--- config.mk ---
export PLATFORM = sky130hd
export DESIGN_NAME = sh2_task_header_profiler_core
export DESIGN_NICKNAME = d
export VERILOG_FILES = /design/src/hw/rtl/sh2thp_pkg.sv /design/src/hw/rtl/sh2_task_header_profiler_core.sv
export SDC_FILE = /design/constraint.sdc
export NUM_CORES = 1
export LEC_CHECK = 0
export BUFFER_PORTS_ARGS = -buffer_cell sky130_fd_sc_hd__buf_2
export CAP_MARGIN = 30
export CORE_MARGIN = 1
export CORE_UTILIZATION = 29
export DETAILED_ROUTE_END_ITERATION = 6
export HOLD_SLACK_MARGIN = 0.1
export PLACE_DENSITY = 0.48
export SYNTH_ARGS = -nofsm -noshare
export SYNTH_HDL_FRONTEND = slang
export SYNTH_SLANG_ARGS = --single-unit
--- constraint.sdc ---
create_clock -name clk_i -period 17.65 [get_ports clk_i]
set_input_delay 3.53 -clock clk_i [delete_from_list [all_inputs] [get_ports clk_i]]
set_output_delay 3.53 -clock clk_i [all_outputs]
set_load 0.005 [all_outputs]
--- src/hw/rtl/sh2thp_pkg.sv ---
// Shared types and constants for the SH-2 task header profiler.
package sh2thp_pkg;

  localparam int unsigned SpineLen = 36;
  localparam int unsigned MinSize  = 64;

  localparam logic [7:0] SPINE [SpineLen] = '{
    8'h2f, 8'he6, 8'h00, 8'h00, 8'h00, 8'h00, 8'h34, 8'h23,
    8'h4f, 8'h22, 8'h7f, 8'hfc, 8'h2f, 8'h52, 8'h8d, 8'h02,
    8'h23, 8'h42, 8'h44, 8'h11, 8'h89, 8'h04, 8'he0, 8'hff,
    8'h7f, 8'h04, 8'h4f, 8'h26, 8'h00, 8'h0b, 8'h6e, 8'hf6,
    8'h00, 8'h00, 8'h00, 8'h00
  };

  localparam logic [15:0] ENTRY_WORD   = 16'h2fe6;
  localparam logic [15:0] OP_RTS       = 16'h000b;
  localparam logic [15:0] JSR_MASK     = 16'hf0ff;
  localparam logic [15:0] OP_JSR       = 16'h400b;
  localparam logic [3:0]  NIB_BRA      = 4'ha;
  localparam logic [3:0]  NIB_BSR      = 4'hb;
  localparam logic [3:0]  NIB_MOVI     = 4'he;
  localparam logic [3:0]  NIB_MOVW     = 4'h9;
  localparam logic [3:0]  NIB_MOVL     = 4'hd;
  localparam logic [15:0] WIN_HIGH     = 16'h0020;

  localparam logic [4:0] REP_PROFILE_OK = 5'd0;
  localparam logic [4:0] REP_WORDS      = 5'd1;
  localparam logic [4:0] REP_FIRST_OP   = 5'd2;
  localparam logic [4:0] REP_RTS        = 5'd3;
  localparam logic [4:0] REP_BRANCH     = 5'd4;
  localparam logic [4:0] REP_IMM        = 5'd5;
  localparam logic [4:0] REP_JSR        = 5'd6;
  localparam logic [4:0] REP_PCREL      = 5'd7;
  localparam logic [4:0] REP_WIN_CNT    = 5'd8;
  localparam logic [4:0] REP_WIN_OFF    = 5'd9;
  localparam logic [4:0] REP_WIN_FIRST  = 5'd10;
  localparam logic [4:0] REP_WIN_LAST   = 5'd11;
  localparam logic [4:0] REP_SUM        = 5'd12;
  localparam logic [4:0] REP_HDR_OK     = 5'd13;
  localparam logic [4:0] REP_SETUP_IMM  = 5'd14;
  localparam logic [4:0] REP_PRI_DISP   = 5'd15;
  localparam logic [4:0] REP_PRI_OFF    = 5'd16;
  localparam logic [4:0] REP_PRI_LIT    = 5'd17;
  localparam logic [4:0] REP_AUX_DISP   = 5'd18;
  localparam logic [4:0] REP_AUX_OFF    = 5'd19;
  localparam logic [4:0] REP_AUX_LIT    = 5'd20;

  // Class counter slots
  localparam int unsigned CntRts    = 0;
  localparam int unsigned CntBranch = 1;
  localparam int unsigned CntImm    = 2;
  localparam int unsigned CntJsr    = 3;
  localparam int unsigned CntPcrel  = 4;
  localparam int unsigned CntWin    = 5;
  localparam int unsigned NumCnt    = 6;

endpackage

--- src/hw/rtl/sh2_task_header_profiler_core.sv ---
// Top level of the SH-2 task header profiler: byte intake, snapshot and report sequencer.
// Takes one file byte per cycle while s_axis_tready is high. Each byte passes through one
// stage of word classification, sum, window and header-spine checks into the per-file
// registers. On the last byte the file state is copied into a report bank and cleared, so
// the next file streams in at once while the 21 reports leave from the bank, one per cycle
// while the sink is ready, through the output register. A last byte of a following file
// waits while the bank still has reports to send. A taken last byte loads the bank and
// marks it busy, and the first report then goes from the bank into the output register.
module sh2_task_header_profiler_core #(
  parameter int unsigned MAX_BYTES = 65536
) (
  input  logic        clk_i,
  input  logic        rst_ni,
  input  logic        cfg_we_i,
  input  logic        cfg_wdata_i,     // verified_source
  input  logic        s_axis_tvalid,
  output logic        s_axis_tready,
  input  logic [7:0]  s_axis_tdata,    // [7:0] data_byte
  input  logic        s_axis_tlast,    // last_byte
  output logic        m_axis_tvalid,
  input  logic        m_axis_tready,
  output logic [31:0] m_axis_tdata,    // [31:0] report_value
  output logic [4:0]  m_axis_tuser,    // [4:0] report_index
  output logic        m_axis_tlast     // last_report
);

  localparam int unsigned PosW = $clog2(MAX_BYTES + 2);
  localparam logic [PosW-1:0] MaxPos = PosW'(MAX_BYTES);

  // configuration
  logic ver_q;

  // per-file state
  logic [PosW-1:0]  pos_q, pos_d;
  logic [23:0]      recent_q, recent_d;
  logic             spine_q, spine_d;
  logic [7:0]       hb_q [3];
  logic [7:0]       hb_d [3];
  logic [31:0]      lit_q [2];
  logic [31:0]      lit_d [2];
  logic [15:0]      sum_q, sum_d;
  logic [PosW-1:0]  cnt_q [sh2thp_pkg::NumCnt];
  logic [PosW-1:0]  cnt_d [sh2thp_pkg::NumCnt];
  logic [PosW-1:0]  woff_q, woff_d;
  logic [31:0]      waddr_q [2];
  logic [31:0]      waddr_d [2];

  // report bank
  logic             busy_q;
  logic [4:0]       step_q;
  logic             b_ver_q;
  logic [PosW-1:0]  b_size_q;
  logic             b_spine_q;
  logic [7:0]       b_hb_q [3];
  logic [31:0]      b_lit_q [2];
  logic [15:0]      b_sum_q;
  logic [PosW-1:0]  b_cnt_q [sh2thp_pkg::NumCnt];
  logic [PosW-1:0]  b_woff_q;
  logic [31:0]      b_waddr_q [2];

  // output register
  logic             m_valid_q;
  logic [31:0]      m_data_q;
  logic [4:0]       m_user_q;
  logic             m_last_q;

  logic             in_acc;
  logic             in_last_acc;
  logic             take;
  logic [5:0]       spos;
  logic [15:0]      word;
  logic [31:0]      win;
  logic [3:0]       nib;
  logic             win_hit;
  logic [31:0]      pos32;
  logic [31:0]      lit0_pos;
  logic [31:0]      lit1_pos;

  assign s_axis_tready = !busy_q || !s_axis_tlast;
  assign in_acc        = s_axis_tvalid && s_axis_tready;
  assign in_last_acc   = in_acc && s_axis_tlast;

  assign take     = pos_q < MaxPos;
  assign spos     = pos_q[5:0];
  assign word     = {recent_q[7:0], s_axis_tdata};
  assign win      = {recent_q, s_axis_tdata};
  assign nib      = word[15:12];
  assign win_hit  = win[31:16] == sh2thp_pkg::WIN_HIGH;
  assign pos32    = 32'(pos_q);
  assign lit0_pos = 32'd11 + {22'd0, hb_q[1], 2'b00};
  assign lit1_pos = 32'd39 + {22'd0, hb_q[2], 2'b00};

  // per-byte update
  always_comb begin
    logic free_byte;
    pos_d    = pos_q;
    recent_d = recent_q;
    spine_d  = spine_q;
    hb_d     = hb_q;
    lit_d    = lit_q;
    sum_d    = sum_q;
    cnt_d    = cnt_q;
    woff_d   = woff_q;
    waddr_d  = waddr_q;
    free_byte = 1'b0;
    if (!take) begin
      pos_d = MaxPos + PosW'(1);
    end else begin
      pos_d    = pos_q + PosW'(1);
      recent_d = {recent_q[15:0], s_axis_tdata};
      if (pos_q < PosW'(sh2thp_pkg::SpineLen)) begin
        free_byte = (spos >= 6'd2 && spos <= 6'd5) || spos >= 6'd32;
        if (!free_byte && s_axis_tdata != sh2thp_pkg::SPINE[spos]) begin
          spine_d = 1'b0;
        end
        if (spos == 6'd2 && s_axis_tdata[7:4] != sh2thp_pkg::NIB_MOVI) begin
          spine_d = 1'b0;
        end
        if ((spos == 6'd4 || spos == 6'd32) && s_axis_tdata[7:4] != sh2thp_pkg::NIB_MOVL) begin
          spine_d = 1'b0;
        end
        if (spos == 6'd3) begin
          hb_d[0] = s_axis_tdata;
        end
        if (spos == 6'd5) begin
          hb_d[1] = s_axis_tdata;
        end
        if (spos == 6'd33) begin
          hb_d[2] = s_axis_tdata;
        end
      end
      if (pos_q[0]) begin
        sum_d = sum_q + word;
        if (word == sh2thp_pkg::OP_RTS) begin
          cnt_d[sh2thp_pkg::CntRts] = cnt_q[sh2thp_pkg::CntRts] + PosW'(1);
        end
        if (nib == sh2thp_pkg::NIB_BRA || nib == sh2thp_pkg::NIB_BSR) begin
          cnt_d[sh2thp_pkg::CntBranch] = cnt_q[sh2thp_pkg::CntBranch] + PosW'(1);
        end
        if (nib == sh2thp_pkg::NIB_MOVI) begin
          cnt_d[sh2thp_pkg::CntImm] = cnt_q[sh2thp_pkg::CntImm] + PosW'(1);
        end
        if ((word & sh2thp_pkg::JSR_MASK) == sh2thp_pkg::OP_JSR) begin
          cnt_d[sh2thp_pkg::CntJsr] = cnt_q[sh2thp_pkg::CntJsr] + PosW'(1);
        end
        if (nib == sh2thp_pkg::NIB_MOVW || nib == sh2thp_pkg::NIB_MOVL) begin
          cnt_d[sh2thp_pkg::CntPcrel] = cnt_q[sh2thp_pkg::CntPcrel] + PosW'(1);
        end
        if (pos_q >= PosW'(3)) begin
          if (win_hit) begin
            if (cnt_q[sh2thp_pkg::CntWin] == '0) begin
              woff_d     = pos_q - PosW'(3);
              waddr_d[0] = win;
            end
            waddr_d[1] = win;
            cnt_d[sh2thp_pkg::CntWin] = cnt_q[sh2thp_pkg::CntWin] + PosW'(1);
          end
          if (pos32 == lit0_pos) begin
            lit_d[0] = win;
          end
          if (pos32 == lit1_pos) begin
            lit_d[1] = win;
          end
        end
      end
    end
  end

  always_ff @(posedge clk_i or negedge rst_ni) begin
    if (!rst_ni) begin
      ver_q <= 1'b0;
    end else if (cfg_we_i) begin
      ver_q <= cfg_wdata_i;
    end
  end

  always_ff @(posedge clk_i or negedge rst_ni) begin
    if (!rst_ni) begin
      pos_q    <= '0;
      recent_q <= '0;
      spine_q  <= 1'b1;
      hb_q     <= '{default: '0};
      lit_q    <= '{default: '0};
      sum_q    <= '0;
      cnt_q    <= '{default: '0};
      woff_q   <= '0;
      waddr_q  <= '{default: '0};
    end else if (in_last_acc) begin
      pos_q    <= '0;
      recent_q <= '0;
      spine_q  <= 1'b1;
      hb_q     <= '{default: '0};
      lit_q    <= '{default: '0};
      sum_q    <= '0;
      cnt_q    <= '{default: '0};
      woff_q   <= '0;
      waddr_q  <= '{default: '0};
    end else if (in_acc) begin
      pos_q    <= pos_d;
      recent_q <= recent_d;
      spine_q  <= spine_d;
      hb_q     <= hb_d;
      lit_q    <= lit_d;
      sum_q    <= sum_d;
      cnt_q    <= cnt_d;
      woff_q   <= woff_d;
      waddr_q  <= waddr_d;
    end
  end

  // snapshot of the finished file
  always_ff @(posedge clk_i) begin
    if (in_last_acc) begin
      b_ver_q   <= ver_q;
      b_size_q  <= pos_d;
      b_spine_q <= spine_d;
      b_hb_q    <= hb_d;
      b_lit_q   <= lit_d;
      b_sum_q   <= sum_d;
      b_cnt_q   <= cnt_d;
      b_woff_q  <= woff_d;
      b_waddr_q <= waddr_d;
    end
  end

  // gates
  logic [31:0] size32;
  logic [31:0] poff32;
  logic [31:0] aoff32;
  logic        base_ok;
  logic        header_ok;
  logic        profile_ok;
  logic        have_win;

  assign size32  = 32'(b_size_q);
  assign poff32  = 32'd8 + {22'd0, b_hb_q[1], 2'b00};
  assign aoff32  = 32'd36 + {22'd0, b_hb_q[2], 2'b00};
  assign base_ok = b_ver_q && size32 >= 32'(sh2thp_pkg::MinSize) && !b_size_q[0] &&
                   b_size_q <= MaxPos;
  assign header_ok = base_ok && b_spine_q &&
                     poff32 >= 32'(sh2thp_pkg::SpineLen) &&
                     aoff32 >= 32'(sh2thp_pkg::SpineLen) &&
                     poff32 + 32'd4 <= size32 && aoff32 + 32'd4 <= size32 &&
                     b_lit_q[0][31:16] == sh2thp_pkg::WIN_HIGH &&
                     b_lit_q[1][31:16] == sh2thp_pkg::WIN_HIGH;
  assign profile_ok = header_ok && b_cnt_q[sh2thp_pkg::CntRts] != '0;
  assign have_win   = b_cnt_q[sh2thp_pkg::CntWin] != '0;

  logic [31:0] rep_val;

  always_comb begin
    rep_val = '0;
    case (step_q)
      sh2thp_pkg::REP_PROFILE_OK: rep_val = {31'd0, profile_ok};
      sh2thp_pkg::REP_WORDS:      rep_val = profile_ok ? (size32 >> 1) : '0;
      sh2thp_pkg::REP_FIRST_OP:   rep_val = profile_ok ? {16'd0, sh2thp_pkg::ENTRY_WORD} : '0;
      sh2thp_pkg::REP_RTS:        rep_val = profile_ok ? 32'(b_cnt_q[sh2thp_pkg::CntRts]) : '0;
      sh2thp_pkg::REP_BRANCH:     rep_val = profile_ok ? 32'(b_cnt_q[sh2thp_pkg::CntBranch]) : '0;
      sh2thp_pkg::REP_IMM:        rep_val = profile_ok ? 32'(b_cnt_q[sh2thp_pkg::CntImm]) : '0;
      sh2thp_pkg::REP_JSR:        rep_val = profile_ok ? 32'(b_cnt_q[sh2thp_pkg::CntJsr]) : '0;
      sh2thp_pkg::REP_PCREL:      rep_val = profile_ok ? 32'(b_cnt_q[sh2thp_pkg::CntPcrel]) : '0;
      sh2thp_pkg::REP_WIN_CNT:    rep_val = profile_ok ? 32'(b_cnt_q[sh2thp_pkg::CntWin]) : '0;
      sh2thp_pkg::REP_WIN_OFF:    rep_val = (profile_ok && have_win) ? 32'(b_woff_q) : '1;
      sh2thp_pkg::REP_WIN_FIRST:  rep_val = (profile_ok && have_win) ? b_waddr_q[0] : '0;
      sh2thp_pkg::REP_WIN_LAST:   rep_val = (profile_ok && have_win) ? b_waddr_q[1] : '0;
      sh2thp_pkg::REP_SUM:        rep_val = profile_ok ? {16'd0, b_sum_q} : '0;
      sh2thp_pkg::REP_HDR_OK:     rep_val = {31'd0, header_ok};
      sh2thp_pkg::REP_SETUP_IMM:  rep_val = header_ok ? {24'd0, b_hb_q[0]} : '0;
      sh2thp_pkg::REP_PRI_DISP:   rep_val = header_ok ? {24'd0, b_hb_q[1]} : '0;
      sh2thp_pkg::REP_PRI_OFF:    rep_val = header_ok ? poff32 : '1;
      sh2thp_pkg::REP_PRI_LIT:    rep_val = header_ok ? b_lit_q[0] : '0;
      sh2thp_pkg::REP_AUX_DISP:   rep_val = header_ok ? {24'd0, b_hb_q[2]} : '0;
      sh2thp_pkg::REP_AUX_OFF:    rep_val = header_ok ? aoff32 : '1;
      sh2thp_pkg::REP_AUX_LIT:    rep_val = header_ok ? b_lit_q[1] : '0;
      default:                    rep_val = '0;
    endcase
  end

  logic emit;
  assign emit = busy_q && (!m_valid_q || m_axis_tready);

  always_ff @(posedge clk_i or negedge rst_ni) begin
    if (!rst_ni) begin
      busy_q    <= 1'b0;
      step_q    <= '0;
      m_valid_q <= 1'b0;
    end else begin
      if (emit) begin
        m_valid_q <= 1'b1;
      end else if (m_axis_tready) begin
        m_valid_q <= 1'b0;
      end
      if (in_last_acc) begin
        busy_q <= 1'b1;
        step_q <= '0;
      end else if (emit) begin
        if (step_q == sh2thp_pkg::REP_AUX_LIT) begin
          busy_q <= 1'b0;
          step_q <= '0;
        end else begin
          step_q <= step_q + 5'd1;
        end
      end
    end
  end

  always_ff @(posedge clk_i) begin
    if (emit) begin
      m_data_q <= rep_val;
      m_user_q <= step_q;
      m_last_q <= step_q == sh2thp_pkg::REP_AUX_LIT;
    end
  end

  assign m_axis_tvalid = m_valid_q;
  assign m_axis_tdata  = m_data_q;
  assign m_axis_tuser  = m_user_q;
  assign m_axis_tlast  = m_last_q;

endmodule
==> run summary <==
Dividing the detail-routed via count by the number of cells gives 5.25. For the number of global-route vias before repair, the log shows 24600. The classification of the worst setup path is primary input to primary output. The global router's overall resource usage came out at 0.182. For the final standard cell count with taps included and fillers excluded, the log shows 4845. Sorting the synthesized cells by area gives the leading types as edfxtp_1, dfrtp_1, nand2_1, o21ai_0, a22oi_1. Data arrives at the worst endpoint at 4290 ps. The HPWL after detailed placement came out at 70100 um. The adder-cell share of the synthesized area is 0.0254.

Walking the worst path, the cells encountered are buf_6, nand2_1, buf_2. The biggest area contributor in the post-synthesis netlist is edfxtp_1. The worst hold path passes through 0 cells. The depth of the worst register-to-register path is 13. The startpoint type of the worst setup path is a primary input. Count of yosys warnings during synthesis: 0. The worst register-to-register path begins at b_hb_q[0]$_DFFE_PP_. The post-synthesis compound-gate area fraction was 0.153; the final-layout worst hold slack was 443 ps. The clock root buffer was clkbuf_16. Number of ports placed on the die boundary: 55. The tools report the number of antenna violations at the first check in global routing as 2. The run gives 111000 um as the wire length after detailed routing. The worst setup path is captured at a primary output.

The launch instance of the worst min-delay path was ver_q$_DFFE_PN0P_. The number of buffers inserted by port buffering works out to 54. The clock latency on the worst-skew pair was 700 ps; the largest fanout on the critical path was 54.

The signed area change from the synthesized netlist to the final layout was 13.4%. TritonCTS built the clock tree. The tools report the number of instances in the synthesized netlist as 3214. The clock net in this run drives a total of 681 sinks. The wire length on met1 was 53600 um.

After clock tree synthesis, the repair step resized 0 gates. The worst slack after detailed placement is 9800 ps, and the overall die width is 348 um. The worst slew margin relative to its limit was 0.247.

The congestion estimate from routability-driven global placement came to 0.892. For the number of iterations in the first detailed-routing pass, the log shows 6. After detailed routing, the number of remaining DRC violations is 0. The largest vdd supply drop came out at 0.0703 mV.

The worst-case clock buffer depth was 3. The post-synthesis sequential area ratio was 0.540; the worst clock skew on the final layout was 49.2 ps. The first global-routing pass estimated 167000 um of wire. The flow ran to the end, and the final reports show no timing, DRC or antenna violations. Class of the worst hold path: flip-flop to flip-flop. The logs give 121000 um^2 for the full die area and 12100 ps for the worst setup slack for register-to-register paths. The tools report the number of failing hold endpoints at the final stage as 0. Proportion of synthesized area in mux cells: 0.0457. The share of the synthesized area in the top cell type is 0.297. The simple-gate share of the synthesized area is 0.157, and the buffer and inverter count on the worst path is 2. The layout cell share with drive strength beyond 1 was 0.117; the upper clock frequency limit was 128 MHz.

The final period utilization was 0.443; the quantity of hold-fixing buffers added after cts was 0. For the worst path required time, the log shows 14120 ps. The reported leakage power was 15.5 nW.

The setup TNS is 0 ps. Across all setup checks in the final design, the least slack found is 9830 ps. Area of all sequential standard cells: 18800 um^2. The count of cell types in the netlist was 91; the detailed route wirelength on metal3 was 5420 um. The fraction of synthesis flops using an asynchronous set or reset pin came out at 0.495.

Summing all multi-input logic gate instances after layout gives 14900 um^2. Grouping stages by cell kind, the critical path spends the most delay in buffers and inverters. The number of rows in the core area came out at 126. The largest single stage delay on the critical path is 380 ps.

Post-route total power: 4.88 mW. The buffer count from post-CTS setup fixing was 0. Setup violations remaining at the end of the flow were counted as 0. The effective utilization at floorplan was 0.294; the average routed wire per standard cell was 22.9 um. The number of enable-type register cells in the synthesized netlist works out to 344.

The commonest cells after synthesis are nand2_1, edfxtp_1, dfrtp_1. Number of violations of the max-capacitance limit: 0. Among all cell types in the netlist, the one instantiated most often is nand2_1. The H-tree depth came out at 3.

Setup repair after global routing left no endpoint under its margin. The worst path needs 7820 ps of the cycle, external delays included. The clock buffer count from CTS was 80.

In this run the standard cell core region covers 118000 um^2. After filler insertion, the fill cell instance count of the layout stands at 12000. The height of the die is 348 um, and the detailed-routed wire length on met2 is 49700 um. Clock-pin slew was measured on the worst setup and hold paths at 60 ps. The run gives 25500 as the total number of vias.

The number of DRC markers in iteration 0 is 2234. Largest family of logic cells by synthesized area: simple AND/OR/NAND/NOR gates. Power density over the cells: 124 nW/um^2. The tools report the number of placed instances with taps included as 4692. For this design, the slowest cell found on the critical path is buf_6.

Once detail routing completed, the nets flagged for antenna violations numbered 0. The count of state elements after synthesis is 681, and the number of pins exceeding their max-slew limit in the final report is 0. The cell area after synthesis is 34700 um^2. The parity-gate share of the synthesized area counting xor and xnor cells came out at 0.0451. For hold timing, the worst endpoint is b_ver_q$_DFFE_PP_. The worst register-to-register path ends at m_axis_tdata[6]$_DFFE_PP_. Entering global routing, the biggest net connects 176 pins.

The total overflow left after global routing is 0. The tools report the net count reported at finish as 3261. At the pin with the least slew margin, the transition time is 1130 ps. The average instance in the mapped netlist occupies 10.8 um^2. Highest metal layer used by the detailed router: met4. The most used flip-flop cell after synthesis is edfxtp_1.
## kinds of logic (layout without fill, tap and decap cells)
| logic type | after synthesis | in the layout |
|---|---|---|
| AO/OA/AOI/OAI | 773 | 773 |
| XOR/XNOR | 179 | 179 |
| adder cells (fa/ha/maj) | 70 | 70 |
| buffers and inverters | 283 | 312 |
| flip-flops | 681 | 681 |
| multiplexers | 141 | 141 |
| other | 1 | 3 |
| AND/OR/NAND/NOR | 1086 | 1086 |
## layout by cell type, fill, tap and decap left out, drive strengths merged, types with 11 or more instances in the layout
cell type  instances
a21oi            101
a221o             43
a221oi            15
a222oi            16
a22o              98
a22oi            126
a31oi             20
and2              35
and3              65
and4              11
buf              117
clkbuf           108
clkinv            24
dfrtp            336
edfxtp           344
ha                69
inv               50
mux2              90
mux2i             48
nand2            436
nand2b            17
nand3             64
nand4             33
nor2             134
nor2b             63
nor3              58
nor3b             58
nor4              44
o211ai            19
o21ai            227
o22ai             11
o31a              14
or2               13
or3               14
xnor2            104
xor2              75
## sequential cells by signal, summed over array words and instances (netlist names), 5 cells and up
register	cells
b_hb_q	24
m_axis_tdata	32
lit_q	64
b_sum_q	16
waddr_q	64
b_lit_q	64
step_q	5
cnt_q	102
recent_q	24
b_waddr_q	64
woff_q	17
b_cnt_q	102
b_woff_q	17
hb_q	24
m_axis_tuser	5
pos_q	17
sum_q	16
b_size_q	17
## power breakdown
part	internal, mW	switching (mW)	leakage (nW)	total (mW)
logic	0.441	0.627	6.55	1.07
clock network	1.01	0.718	1.31	1.73
registers	1.90	0.186	7.62	2.09
## stage by stage
stage               area [um^2]  utilization
global placement          36600        0.309
CTS                       39400        0.333
finish                    39400        0.333
detailed placement        36700        0.310
floorplan                 34800            -
global route              39400        0.333
## routing by layer
layer,vias to the layer above,track usage
met2,676,0.281
li1,11900,-
met1,12800,0.269
met3,143,0.0242
met5,-,0
met4,0,0.0441
## worst max-delay path by stage
stage,cells after the start,start,slack (ps),endpoint
floorplan,6,s_axis_tlast,3920,b_cnt_q[0]$_DFFE_PP_
global placement,3,s_axis_tlast,9810,s_axis_tready
detailed placement,3,s_axis_tlast,9800,s_axis_tready
CTS,3,s_axis_tlast,9800,s_axis_tready
global route,3,s_axis_tlast,9770,s_axis_tready
finish,3,s_axis_tlast,9830,s_axis_tready
## cell type report
class | count | area share
sequential | 681 | 0.476
multi-input combinational | 2251 | 0.379
clock buffer | 108 | 0.0552
tap | 1600 | 0.0508
timing repair buffer | 117 | 0.0213
clock inverter | 42 | 0.0135
inverter | 45 | 0.00428
antenna | 1 | 0.0000635
## worst reg2reg max path: cells and delay by family, from the launching register on
family	cells	cell delay [ps]
AO/OA/AOI/OAI	5	1540
flip-flops	1	600
AND/OR/NAND/NOR	6	2430
adder cells (fa/ha/maj)	2	680
Power figures use the tool's default switching activity.
